$ cat src/sv/saf_pkg.sv
`timescale 1ns / 1ps

package saf_pkg;

    // Field widths of the configuration registers and the result.
    localparam int THR_W    = 12;
    localparam int DUTY_W   = 7;
    localparam int DEV_MG_W = 12;
    localparam int EVENT_W  = 2;
    localparam int STATUS_W = 3;
    localparam int REG_IDX_W = 3;

    // Scaling and limits.
    localparam int MG_PER_G = 1000;
    localparam logic [DUTY_W-1:0]   DUTY_MAX = 7'd100;
    localparam logic [DEV_MG_W-1:0] DEV_MAX  = 12'd4095;

    // Configuration register indexes.
    localparam logic [REG_IDX_W-1:0] REG_SHAKE_THR  = 3'd0;
    localparam logic [REG_IDX_W-1:0] REG_GAS_THR    = 3'd1;
    localparam logic [REG_IDX_W-1:0] REG_QUIET_DUTY = 3'd2;
    localparam logic [REG_IDX_W-1:0] REG_SHAKE_DUTY = 3'd3;

    // Reset values of the configuration registers.
    localparam logic [THR_W-1:0]  RST_SHAKE_THR  = 12'd300;
    localparam logic [THR_W-1:0]  RST_GAS_THR    = 12'd1500;
    localparam logic [DUTY_W-1:0] RST_QUIET_DUTY = 7'd5;
    localparam logic [DUTY_W-1:0] RST_SHAKE_DUTY = 7'd90;

    // Shake event codes.
    localparam logic [EVENT_W-1:0] EVT_NONE   = 2'd0;
    localparam logic [EVENT_W-1:0] EVT_DETECT = 2'd1;
    localparam logic [EVENT_W-1:0] EVT_CLEAR  = 2'd2;

    // Alert status codes.
    localparam logic [STATUS_W-1:0] STAT_NONE      = 3'd0;
    localparam logic [STATUS_W-1:0] STAT_FLAME_GAS = 3'd1;
    localparam logic [STATUS_W-1:0] STAT_FLAME     = 3'd2;
    localparam logic [STATUS_W-1:0] STAT_GAS       = 3'd3;
    localparam logic [STATUS_W-1:0] STAT_SAFE      = 3'd4;

    typedef struct packed {
        logic [THR_W-1:0]  shake_thr;
        logic [THR_W-1:0]  gas_thr;
        logic [DUTY_W-1:0] quiet_duty;
        logic [DUTY_W-1:0] shake_duty;
    } cfg_t;

    typedef struct packed {
        logic [DEV_MG_W-1:0] deviation_mg;
        logic [DUTY_W-1:0]   led_duty;
        logic                shaking;
        logic [EVENT_W-1:0]  shake_event;
        logic [STATUS_W-1:0] status_code;
        logic                buzzer;
        logic                flame_led_on;
    } result_t;

endpackage

$ cat src/sv/saf_queue.sv
`timescale 1ns / 1ps

module saf_queue #(
    parameter int WIDTH = 51
) (
    input  logic             clk,
    input  logic             rst_n,
    input  logic             push,
    input  logic [WIDTH-1:0] din,
    output logic             full,
    input  logic             pop,
    output logic             not_empty,
    output logic [WIDTH-1:0] dout
);

    // Two-entry circular buffer between the front and back ends.
    logic [WIDTH-1:0] entry_reg [2];
    logic             wr_ptr_reg;
    logic             rd_ptr_reg;
    logic [1:0]       count_reg;
    logic             do_push;
    logic             do_pop;

    assign full      = (count_reg == 2'd2);
    assign not_empty = (count_reg != 2'd0);
    assign dout      = entry_reg[rd_ptr_reg];
    assign do_push   = push && !full;
    assign do_pop    = pop && not_empty;

    // Storage; no reset needed for the payload.
    always_ff @(posedge clk)
    begin
        if (do_push)
        begin
            entry_reg[wr_ptr_reg] <= din;
        end
    end

    // Pointers and fill count.
    always_ff @(posedge clk or negedge rst_n)
    begin
        if (!rst_n)
        begin
            wr_ptr_reg <= 1'b0;
            rd_ptr_reg <= 1'b0;
            count_reg  <= 2'd0;
        end
        else
        begin
            if (do_push)
            begin
                wr_ptr_reg <= !wr_ptr_reg;
            end
            if (do_pop)
            begin
                rd_ptr_reg <= !rd_ptr_reg;
            end
            if (do_push && !do_pop)
            begin
                count_reg <= count_reg + 2'd1;
            end
            else if (do_pop && !do_push)
            begin
                count_reg <= count_reg - 2'd1;
            end
        end
    end

endmodule

$ cat src/sv/saf_front.sv
`timescale 1ns / 1ps

module saf_front #(
    parameter int ACCEL_BITS = 16,
    parameter int GAS_BITS   = 12
) (
    input  logic                          in_valid,
    output logic                          in_ready,
    input  logic                          accel_valid,
    input  logic signed [ACCEL_BITS-1:0]  accel_x,
    input  logic signed [ACCEL_BITS-1:0]  accel_y,
    input  logic signed [ACCEL_BITS-1:0]  accel_z,
    input  logic                          flame_seen,
    input  logic [GAS_BITS-1:0]           gas_level,
    input  logic [saf_pkg::THR_W-1:0]     gas_thr,
    input  logic                          q_full,
    output logic                          q_push,
    output logic [3*ACCEL_BITS+2:0]       q_data
);
    import saf_pkg::*;

    localparam int GCMP_W = (GAS_BITS > THR_W) ? GAS_BITS : THR_W;

    logic [ACCEL_BITS-1:0] mag_x;
    logic [ACCEL_BITS-1:0] mag_y;
    logic [ACCEL_BITS-1:0] mag_z;
    logic                  gas_hi;

    // Take items whenever the queue has room.
    assign in_ready = !q_full;
    assign q_push   = in_valid && !q_full;

    // Axis magnitudes; the most negative code maps to its unsigned magnitude.
    assign mag_x = accel_x[ACCEL_BITS-1] ? (~accel_x + 1'b1) : accel_x;
    assign mag_y = accel_y[ACCEL_BITS-1] ? (~accel_y + 1'b1) : accel_y;
    assign mag_z = accel_z[ACCEL_BITS-1] ? (~accel_z + 1'b1) : accel_z;

    // Gas alarm classification against the threshold.
    assign gas_hi = GCMP_W'(gas_level) > GCMP_W'(gas_thr);

    // Classified item toward the back end.
    assign q_data = {accel_valid, flame_seen, gas_hi, mag_x, mag_y, mag_z};

endmodule

$ cat src/sv/saf_back.sv
`timescale 1ns / 1ps

module saf_back #(
    parameter int ACCEL_BITS   = 16,
    parameter int ONE_G_COUNTS = 16384
) (
    input  logic                     clk,
    input  logic                     rst_n,
    input  saf_pkg::cfg_t            cfg,
    input  logic                     q_valid,
    input  logic [3*ACCEL_BITS+2:0]  q_data,
    output logic                     q_pop,
    output logic                     out_valid,
    input  logic                     out_ready,
    output saf_pkg::result_t         result
);
    import saf_pkg::*;

    localparam int AB      = ACCEL_BITS;
    localparam int SUM_W   = 2 * AB;
    localparam int REM_W   = AB + 2;
    localparam int DEV_W   = (AB > 15) ? AB : 15;
    localparam int PROD_W  = DEV_W + 12;
    localparam int CNT_W   = ($clog2(AB) > 4) ? $clog2(AB) : 4;
    // Reciprocal of one g, exact for every product below 2^PROD_W.
    localparam int RCP_SH  = PROD_W + $clog2(ONE_G_COUNTS);
    localparam int RCP_W   = PROD_W + 1;
    localparam int SCL_W   = PROD_W + RCP_W;
    localparam logic [DEV_W-1:0]  ONE_G_D = DEV_W'(ONE_G_COUNTS);
    localparam logic [PROD_W-1:0] ONE_G_P = PROD_W'(ONE_G_COUNTS);
    localparam logic [PROD_W-1:0] DIV_TOP = ONE_G_P << DEV_MG_W;
    localparam logic [PROD_W-1:0] MG_P    = PROD_W'(MG_PER_G);
    localparam logic [RCP_W-1:0]  RECIP   = RCP_W'(((64'd1 << RCP_SH)
                                            + 64'(ONE_G_COUNTS) - 64'd1)
                                            / 64'(ONE_G_COUNTS));
    localparam logic [CNT_W-1:0]  ROOT_LAST = CNT_W'(AB - 1);
    localparam logic [CNT_W-1:0]  SQR_LAST  = CNT_W'(3);

    typedef enum logic [2:0] {
        S_IDLE,
        S_SQR,
        S_ROOT,
        S_DEV,
        S_MUL,
        S_SAT,
        S_DIV,
        S_DONE
    } state_t;

    state_t              state_reg, state_next;
    logic [CNT_W-1:0]    cnt_reg, cnt_next;
    logic                valid_reg, valid_next;
    logic                flame_reg, flame_next;
    logic                gas_hi_reg, gas_hi_next;
    logic [AB-1:0]       mx_reg, mx_next;
    logic [AB-1:0]       my_reg, my_next;
    logic [AB-1:0]       mz_reg, mz_next;
    logic [SUM_W-1:0]    sq_reg, sq_next;
    logic [SUM_W-1:0]    sum_reg, sum_next;
    logic [REM_W-1:0]    rem_reg, rem_next;
    logic [AB-1:0]       root_reg, root_next;
    logic [DEV_W-1:0]    dev_reg, dev_next;
    logic [PROD_W-1:0]   prod_reg, prod_next;
    logic [DEV_MG_W-1:0] quo_reg, quo_next;
    logic                flag_reg, flag_next;
    logic                out_valid_reg, out_valid_next;
    result_t             result_reg, result_next;

    logic                e_valid;
    logic                e_flame;
    logic                e_gas_hi;
    logic [AB-1:0]       e_mx;
    logic [AB-1:0]       e_my;
    logic [AB-1:0]       e_mz;

    assign {e_valid, e_flame, e_gas_hi, e_mx, e_my, e_mz} = q_data;
    assign q_pop     = (state_reg == S_IDLE) && q_valid;
    assign out_valid = out_valid_reg;
    assign result    = result_reg;

    // Sequencer: squares, root, deviation, scaling, then the shake decision.
    always_comb
    begin
        logic [AB-1:0]     sq_a;
        logic [REM_W-1:0]  rem_sh;
        logic [REM_W-1:0]  trial;
        logic [SCL_W-1:0]  scaled;
        logic              thr_hit;
        logic              below_half;
        logic [DUTY_W-1:0] duty_sel;
        logic [EVENT_W-1:0] evt;
        logic [STATUS_W-1:0] stat;

        state_next     = state_reg;
        cnt_next       = cnt_reg;
        valid_next     = valid_reg;
        flame_next     = flame_reg;
        gas_hi_next    = gas_hi_reg;
        mx_next        = mx_reg;
        my_next        = my_reg;
        mz_next        = mz_reg;
        sq_next        = sq_reg;
        sum_next       = sum_reg;
        rem_next       = rem_reg;
        root_next      = root_reg;
        dev_next       = dev_reg;
        prod_next      = prod_reg;
        quo_next       = quo_reg;
        flag_next      = flag_reg;
        out_valid_next = out_valid_reg;
        result_next    = result_reg;

        sq_a       = mx_reg;
        rem_sh     = {rem_reg[AB-1:0], sum_reg[SUM_W-1 -: 2]};
        trial      = {root_reg, 2'b01};
        scaled     = {{RCP_W{1'b0}}, prod_reg} * {{PROD_W{1'b0}}, RECIP};
        thr_hit    = quo_reg >= cfg.shake_thr;
        below_half = quo_reg < (cfg.shake_thr >> 1);
        duty_sel   = cfg.quiet_duty;
        evt        = EVT_NONE;
        stat       = STAT_NONE;

        // The output register empties when the consumer takes the item.
        if (out_valid_reg && out_ready)
        begin
            out_valid_next = 1'b0;
        end

        unique case (state_reg)
            S_IDLE:
            begin
                if (q_valid)
                begin
                    valid_next  = e_valid;
                    flame_next  = e_flame;
                    gas_hi_next = e_gas_hi;
                    mx_next     = e_mx;
                    my_next     = e_my;
                    mz_next     = e_mz;
                    sum_next    = '0;
                    quo_next    = '0;
                    cnt_next    = '0;
                    state_next  = e_valid ? S_SQR : S_DONE;
                end
            end

            S_SQR:
            begin
                // One axis squared per cycle, each square summed in the next cycle.
                case (cnt_reg[1:0])
                    2'd0:    sq_a = mx_reg;
                    2'd1:    sq_a = my_reg;
                    default: sq_a = mz_reg;
                endcase
                sq_next = {{AB{1'b0}}, sq_a} * {{AB{1'b0}}, sq_a};
                if (cnt_reg != '0)
                begin
                    sum_next = sum_reg + sq_reg;
                end
                if (cnt_reg == SQR_LAST)
                begin
                    cnt_next   = '0;
                    rem_next   = '0;
                    root_next  = '0;
                    state_next = S_ROOT;
                end
                else
                begin
                    cnt_next = cnt_reg + 1'b1;
                end
            end

            S_ROOT:
            begin
                // Digit-by-digit square root, two radicand bits per step.
                if (rem_sh >= trial)
                begin
                    rem_next  = rem_sh - trial;
                    root_next = {root_reg[AB-2:0], 1'b1};
                end
                else
                begin
                    rem_next  = rem_sh;
                    root_next = {root_reg[AB-2:0], 1'b0};
                end
                sum_next = sum_reg << 2;
                if (cnt_reg == ROOT_LAST)
                begin
                    state_next = S_DEV;
                end
                else
                begin
                    cnt_next = cnt_reg + 1'b1;
                end
            end

            S_DEV:
            begin
                if (DEV_W'(root_reg) >= ONE_G_D)
                begin
                    dev_next = DEV_W'(root_reg) - ONE_G_D;
                end
                else
                begin
                    dev_next = ONE_G_D - DEV_W'(root_reg);
                end
                state_next = S_MUL;
            end

            S_MUL:
            begin
                prod_next  = PROD_W'(dev_reg) * MG_P;
                state_next = S_SAT;
            end

            S_SAT:
            begin
                // Quotients that would not fit saturate right away.
                if (prod_reg >= DIV_TOP)
                begin
                    quo_next   = DEV_MAX;
                    state_next = S_DONE;
                end
                else
                begin
                    state_next = S_DIV;
                end
            end

            S_DIV:
            begin
                // Division by one g as a multiply by its rounded-up reciprocal.
                quo_next   = scaled[RCP_SH +: DEV_MG_W];
                state_next = S_DONE;
            end

            S_DONE:
            begin
                // Hysteresis update and result assembly.
                if (valid_reg)
                begin
                    if (thr_hit)
                    begin
                        duty_sel = cfg.shake_duty;
                    end
                    if (!flag_reg && thr_hit)
                    begin
                        flag_next = 1'b1;
                        evt       = EVT_DETECT;
                    end
                    else if (flag_reg && below_half)
                    begin
                        flag_next = 1'b0;
                        evt       = EVT_CLEAR;
                    end
                end
                else if (flag_reg)
                begin
                    flag_next = 1'b0;
                    evt       = EVT_CLEAR;
                end

                if (flame_reg && gas_hi_reg)
                begin
                    stat = STAT_FLAME_GAS;
                end
                else if (flame_reg)
                begin
                    stat = STAT_FLAME;
                end
                else if (gas_hi_reg)
                begin
                    stat = STAT_GAS;
                end
                else if (!flag_next)
                begin
                    stat = STAT_SAFE;
                end

                if (!out_valid_reg || out_ready)
                begin
                    result_next.deviation_mg = quo_reg;
                    result_next.led_duty     = (duty_sel > DUTY_MAX) ? DUTY_MAX : duty_sel;
                    result_next.shaking      = flag_next;
                    result_next.shake_event  = evt;
                    result_next.status_code  = stat;
                    result_next.buzzer       = gas_hi_reg;
                    result_next.flame_led_on = flame_reg;
                    out_valid_next           = 1'b1;
                    state_next               = S_IDLE;
                end
                else
                begin
                    flag_next = flag_reg;
                end
            end

            default:
            begin
                state_next = S_IDLE;
            end
        endcase
    end

    // State and registered outputs.
    always_ff @(posedge clk or negedge rst_n)
    begin
        if (!rst_n)
        begin
            state_reg     <= S_IDLE;
            cnt_reg       <= '0;
            valid_reg     <= 1'b0;
            flame_reg     <= 1'b0;
            gas_hi_reg    <= 1'b0;
            mx_reg        <= '0;
            my_reg        <= '0;
            mz_reg        <= '0;
            sq_reg        <= '0;
            sum_reg       <= '0;
            rem_reg       <= '0;
            root_reg      <= '0;
            dev_reg       <= '0;
            prod_reg      <= '0;
            quo_reg       <= '0;
            flag_reg      <= 1'b0;
            out_valid_reg <= 1'b0;
            result_reg    <= '0;
        end
        else
        begin
            state_reg     <= state_next;
            cnt_reg       <= cnt_next;
            valid_reg     <= valid_next;
            flame_reg     <= flame_next;
            gas_hi_reg    <= gas_hi_next;
            mx_reg        <= mx_next;
            my_reg        <= my_next;
            mz_reg        <= mz_next;
            sq_reg        <= sq_next;
            sum_reg       <= sum_next;
            rem_reg       <= rem_next;
            root_reg      <= root_next;
            dev_reg       <= dev_next;
            prod_reg      <= prod_next;
            quo_reg       <= quo_next;
            flag_reg      <= flag_next;
            out_valid_reg <= out_valid_next;
            result_reg    <= result_next;
        end
    end

    // A detection event always leaves the block shaking.
    a_detect_sets: assert property (@(posedge clk) disable iff (!rst_n)
        out_valid_reg && result_reg.shake_event == EVT_DETECT |-> result_reg.shaking)
        else $error("detect event without shaking");

    // A clear event always leaves the block quiet.
    a_clear_clears: assert property (@(posedge clk) disable iff (!rst_n)
        out_valid_reg && result_reg.shake_event == EVT_CLEAR |-> !result_reg.shaking)
        else $error("clear event while shaking");

    // The safe status is never reported while shaking.
    a_safe_quiet: assert property (@(posedge clk) disable iff (!rst_n)
        out_valid_reg && result_reg.shaking |-> result_reg.status_code != STAT_SAFE)
        else $error("safe status while shaking");

    // A new result only appears on leaving the final state.
    a_result_src: assert property (@(posedge clk) disable iff (!rst_n)
        $rose(out_valid_reg) |-> $past(state_reg == S_DONE))
        else $error("result loaded outside final state");

    // The flag only moves when a result is loaded.
    a_flag_moves: assert property (@(posedge clk) disable iff (!rst_n)
        flag_reg != $past(flag_reg) |-> $past(state_reg == S_DONE))
        else $error("shake flag changed outside final state");

endmodule

$ cat src/sv/shake_gas_flame_alarm_unit.sv
`timescale 1ns / 1ps

// Shake, gas and flame alarm. Each sample item enters through a two-entry queue,
// so up to two items are taken while the back end is busy or its result waits.
// A valid sample passes through the back end in steps: one shared multiplier
// squares the three axes in turn, the square root unit resolves one result bit
// per cycle, then come one deviation step, one multiply by 1000, one range check
// and one multiply by the reciprocal of one g, plus one step to load the result
// and one to fetch the next item. A deviation that saturates skips the last
// multiply. An invalid sample goes straight to loading its result. The shake
// flag sets when the deviation reaches the shake threshold and clears below half
// of it or on an invalid sample. Configuration writes take effect at once and are
// meant to be made while no item is in flight; indexes 0 to 3 select, in order,
// the shake threshold, gas threshold, quiet duty and shake duty, and other
// indexes are ignored.
module shake_gas_flame_alarm_unit #(
    parameter int ACCEL_BITS   = 16,
    parameter int ONE_G_COUNTS = 16384,
    parameter int GAS_BITS     = 12
) (
    input  logic                              clk,
    input  logic                              rst_n,
    input  logic                              cfg_we,
    input  logic [saf_pkg::REG_IDX_W-1:0]     cfg_index,
    input  logic [saf_pkg::THR_W-1:0]         cfg_data,
    input  logic                              in_valid,
    output logic                              in_ready,
    input  logic                              accel_valid,
    input  logic signed [ACCEL_BITS-1:0]      accel_x,
    input  logic signed [ACCEL_BITS-1:0]      accel_y,
    input  logic signed [ACCEL_BITS-1:0]      accel_z,
    input  logic                              flame_seen,
    input  logic [GAS_BITS-1:0]               gas_level,
    output logic                              out_valid,
    input  logic                              out_ready,
    output logic [saf_pkg::DEV_MG_W-1:0]      deviation_mg,
    output logic [saf_pkg::DUTY_W-1:0]        led_duty,
    output logic                              shaking,
    output logic [saf_pkg::EVENT_W-1:0]       shake_event,
    output logic [saf_pkg::STATUS_W-1:0]      status_code,
    output logic                              buzzer,
    output logic                              flame_led_on
);
    import saf_pkg::*;

    localparam int ENTRY_W = 3 * ACCEL_BITS + 3;

    cfg_t               cfg_reg;
    logic               q_full;
    logic               q_push;
    logic [ENTRY_W-1:0] q_din;
    logic               q_pop;
    logic               q_not_empty;
    logic [ENTRY_W-1:0] q_dout;
    result_t            result;

    // Configuration registers.
    always_ff @(posedge clk or negedge rst_n)
    begin
        if (!rst_n)
        begin
            cfg_reg.shake_thr  <= RST_SHAKE_THR;
            cfg_reg.gas_thr    <= RST_GAS_THR;
            cfg_reg.quiet_duty <= RST_QUIET_DUTY;
            cfg_reg.shake_duty <= RST_SHAKE_DUTY;
        end
        else if (cfg_we)
        begin
            unique case (cfg_index)
                REG_SHAKE_THR:  cfg_reg.shake_thr  <= cfg_data;
                REG_GAS_THR:    cfg_reg.gas_thr    <= cfg_data;
                REG_QUIET_DUTY: cfg_reg.quiet_duty <= cfg_data[DUTY_W-1:0];
                REG_SHAKE_DUTY: cfg_reg.shake_duty <= cfg_data[DUTY_W-1:0];
                default:        cfg_reg <= cfg_reg;
            endcase
        end
    end

    // Front end: accepts and classifies items.
    saf_front #(
        .ACCEL_BITS (ACCEL_BITS),
        .GAS_BITS   (GAS_BITS)
    ) u_front (
        .in_valid    (in_valid),
        .in_ready    (in_ready),
        .accel_valid (accel_valid),
        .accel_x     (accel_x),
        .accel_y     (accel_y),
        .accel_z     (accel_z),
        .flame_seen  (flame_seen),
        .gas_level   (gas_level),
        .gas_thr     (cfg_reg.gas_thr),
        .q_full      (q_full),
        .q_push      (q_push),
        .q_data      (q_din)
    );

    // Queue between the two ends.
    saf_queue #(
        .WIDTH (ENTRY_W)
    ) u_queue (
        .clk       (clk),
        .rst_n     (rst_n),
        .push      (q_push),
        .din       (q_din),
        .full      (q_full),
        .pop       (q_pop),
        .not_empty (q_not_empty),
        .dout      (q_dout)
    );

    // Back end: magnitude, deviation and alarm decision.
    saf_back #(
        .ACCEL_BITS   (ACCEL_BITS),
        .ONE_G_COUNTS (ONE_G_COUNTS)
    ) u_back (
        .clk       (clk),
        .rst_n     (rst_n),
        .cfg       (cfg_reg),
        .q_valid   (q_not_empty),
        .q_data    (q_dout),
        .q_pop     (q_pop),
        .out_valid (out_valid),
        .out_ready (out_ready),
        .result    (result)
    );

    assign deviation_mg = result.deviation_mg;
    assign led_duty     = result.led_duty;
    assign shaking      = result.shaking;
    assign shake_event  = result.shake_event;
    assign status_code  = result.status_code;
    assign buzzer       = result.buzzer;
    assign flame_led_on = result.flame_led_on;

endmodule

$ cat config.mk
export PLATFORM = sky130hd
export DESIGN_NAME = shake_gas_flame_alarm_unit
export DESIGN_NICKNAME = d
export VERILOG_FILES = /design/src/sv/saf_pkg.sv /design/src/sv/saf_queue.sv /design/src/sv/saf_front.sv /design/src/sv/saf_back.sv /design/src/sv/shake_gas_flame_alarm_unit.sv
export SDC_FILE = /design/constraint.sdc
export NUM_CORES = 1
export LEC_CHECK = 0
export ABC_CLOCK_PERIOD_IN_PS = 12500
export BUFFER_PORTS_ARGS = -buffer_cell sky130_fd_sc_hd__buf_2
export CAP_MARGIN = 20
export CELL_PAD_IN_SITES_DETAIL_PLACEMENT = 1
export CELL_PAD_IN_SITES_GLOBAL_PLACEMENT = 1
export CORE_AREA = 2 2 230 232
export DETAILED_ROUTE_END_ITERATION = 8
export DIE_AREA = 0 0 232 234
export PLACE_DENSITY_LB_ADDON = 0.08
export SKIP_CTS_REPAIR_TIMING = 1
export SLEW_MARGIN = 20
export SYNTH_ARGS = -nofsm -noshare
export SYNTH_HDL_FRONTEND = slang
export SYNTH_SLANG_ARGS = --single-unit
export TNS_END_PERCENT = 50
$ cat constraint.sdc
create_clock -name clk -period 12.5 [get_ports clk]
set_clock_uncertainty 0.2 [all_clocks]
set_input_delay 0.625 -clock clk [delete_from_list [all_inputs] [get_ports clk]]
set_output_delay 0.625 -clock clk [all_outputs]
set_load 0.01 [all_outputs]
==> impl_metrics.ini <==
[setup_path]
worst_path_most_repeated_cell = inv_1
path_class = flip-flop to flip-flop
cp.required_ns = 12.72
crit_slowest_cell = a21oi_1
worstPathBufferInverterCount = 10
endpoint_kind = flip-flop
arrival_ns = 9.04
rr_worst_depth = 29
crit_path_max_fanout = 21
max_stage_delay_ns = 0.62
startpoint_type = flip-flop
path_depth = 29
critical-path-top-delay-family = adder cells

[cells_and_area]
syn2layout_area_growth_pct = 9.71
multi_input_area_mm2 = 0.0164
drive_above_1_share_pct = 10.0
final-seq-area_mm2 = 0.00967
final_nets = 3381
fill_cells = 5820
largest_reg_flops = 102
antenna_cells = 0

[cts]
h-tree-depth = 2
clock-sinks = 365
root_buffer = clkbuf_16
clkSlewWorstSetupHoldPaths_ns = 0.06
cts_made_buffers = 42
cts_tree = built
clk_path_buf_depth = 3
clock_latency_ns = 0.58

[place]
hpwl_um = 56200
port_buffers = 110
place_congestion = 0.885

[global_route]
grt_max_degree = 161
antenna_found_initial = 0
grt_first_pass_wirelength_um = 119000
grt_pass1_vias = 22627
grtUsageTotal_pct = 27.8
overflow = 0

[flow_run]
maxCapViolCount = 0

[routing]
vias = 20451
first_pass_iters = 5
drt-total-wl_um = 73000
ant_nets = 0
drc_errors = 0
drtIter0Drc = 1071
drt-wirelength-per-cell_um = 20.5
viasPerCell = 5.74

[synth]
synth_area_per_cell_um2 = 10.0
ys_types = 80
syn_nets = 3301
ys_async_sr_fraction_pct = 72.1
synth_edf_count = 102
ys_warn_count = 0
synth_ff_type = dfrtp_1
syn_area_mm2 = 0.0277
ys_seq_elements = 365
synth-seq-area-share_pct = 34.9
syn_inst = 2763

[die]
ios = 111
die_h_um = 234
die-area_mm2 = 0.0543
rows = 84
initial_core_util_pct = 53.2
core_mm2 = 0.0520
die_x_um = 232

[sta]
slew_violations = 0
min_period_over_period_pct = 70.6
setup_viol = 0
finalHoldViolCount = 0
worstMarginPinSlew_ns = 1.07
finalCriticalPeriod_ns = 8.83
rsz0062_at_grt = no
slew_headroom_pct = 28.9
setup-tns-final_ns = 0
fmax_ghz = 0.113

[hold_path]
min_path_type = input pin to flip-flop
min_path_cells = 1

[run_status]
status = finished clean
## logic make-up after synthesis
logic type      Yosys count  share of synthesized area, %
simple gates            683                          10.8
compound gates          596                          13.8
fa+ha+maj               456                          26.5
buf+inv                 424                          5.92
flops                   365                          34.9
xor+xnor                150                          4.75
mux                      89                          3.32
## worst register-to-register path: cells and delay by family, from the launching register on
kind | cells | cell delay (ns)
compound gates | 8 | 2.38
xor+xnor | 1 | 0.18
simple gates | 2 | 0.35
flops | 1 | 0.42
fa+ha+maj | 8 | 3.92
buf+inv | 10 | 1.23
## synth_stat cells (14+ instances only)
master    number  area (um2)
a21o_1        54         405
a21oi_1      145         726
a22o_1        28         245
a22oi_1       28         210
a31oi_1       14        87.6
and3_1        16         100
clkbuf_1      81         304
dfrtp_1      246        6160
dfstp_2       17         447
edfxtp_1     102        3060
fa_1         216        4320
ha_1         240        3000
inv_1        323        1210
mux2_2        21         236
mux2i_1       68         681
nand2_1      336        1260
nand2b_1      18         113
nand3_1       28         140
nand4_1       14        87.6
nor2_1       174         653
nor2b_1       14        87.6
nor3_1        26         130
o21ai_0      195         976
o21ai_1       14        70.1
o31ai_1       18         135
xnor2_1      100         876
xor2_1        50         438
## layer usage
metal / global-route usage [%] / up-vias / wire length (um)
met5: 0 / - / 0
met4: 9.94 / 0 / 2610
met3: 3.04 / 143 / 2110
met2: 52.3 / 345 / 38700
met1: 32.7 / 10444 / 29500
li1: - / 9519 / -
## per-stage QoR
| step | utilization, % | instances | area [um2] | hold WS (ns) | setup slack, ns |
|---|---|---|---|---|---|
| 3_3_place_gp | 55.5 | 3486 | 28900 | 0.258 | 4.09 |
| 6_report | 58.3 | 3565 | 30300 | 0.0371 | 3.67 |
| 3_5_place_dp | 55.5 | 3486 | 28900 | 0.265 | 3.74 |
| 2_1_floorplan | - | 2763 | 27700 | 0.129 | 4.70 |
| 5_1_grt | 58.3 | 3565 | 30300 | 0.0239 | 3.16 |
| 4_1_cts | 58.3 | 3564 | 30300 | -0.0932 | 3.66 |
## final cells by class
class / instances / area share (%)
sequential: 365 / 31.9
clock buffer: 61 / 4.23
clock inverter: 17 / 0.565
inverter: 331 / 4.09
multi-input combinational: 1974 / 54.0
tap: 688 / 2.84
timing repair buffer: 129 / 2.37
## cells in the final DEF (no fill, tap or decap), types with 11 or more instances in the layout
cell type	instances
a21o_1	54
a21oi_1	144
a22o_1	28
a22oi_1	28
a31oi_1	14
and3_1	15
buf_2	109
buf_4	17
clkbuf_16	44
clkbuf_8	12
dfrtp_1	245
dfstp_2	17
edfxtp_1	102
fa_1	216
ha_1	240
inv_1	323
mux2_2	21
mux2i_1	68
nand2_1	335
nand2b_1	18
nand3_1	28
nand4_1	14
nor2_1	173
nor2b_1	14
nor3_1	24
o21a_1	12
o21ai_0	195
o21ai_1	14
o21bai_1	12
o31ai_1	18
or3_1	11
xnor2_1	100
xor2_1	50
## final timing paths
| path | from | endpoint | slack, ns |
|---|---|---|---|
| worst max-delay path | u_back.cnt_reg[0] | u_back.sq_reg[30] | 3.67 |
| worst min-delay path | flame_seen | u_queue.entry_reg[1][49] | 0.04 |
| worst max register to register | u_back.cnt_reg[0] | u_back.sq_reg[30] | 3.67 |
| worst min register to register | u_back.result[22] | u_back.result[22] | 0.28 |
| max in group asynchronous | rst_n | u_back.sum_reg[25] | 10.22 |
| min in group asynchronous | rst_n | u_back.result[0] | 0.46 |
Power is left out: the tool's default activity adds up to more than one toggle a clock period on the data nets, which glitch-free logic cannot reach.
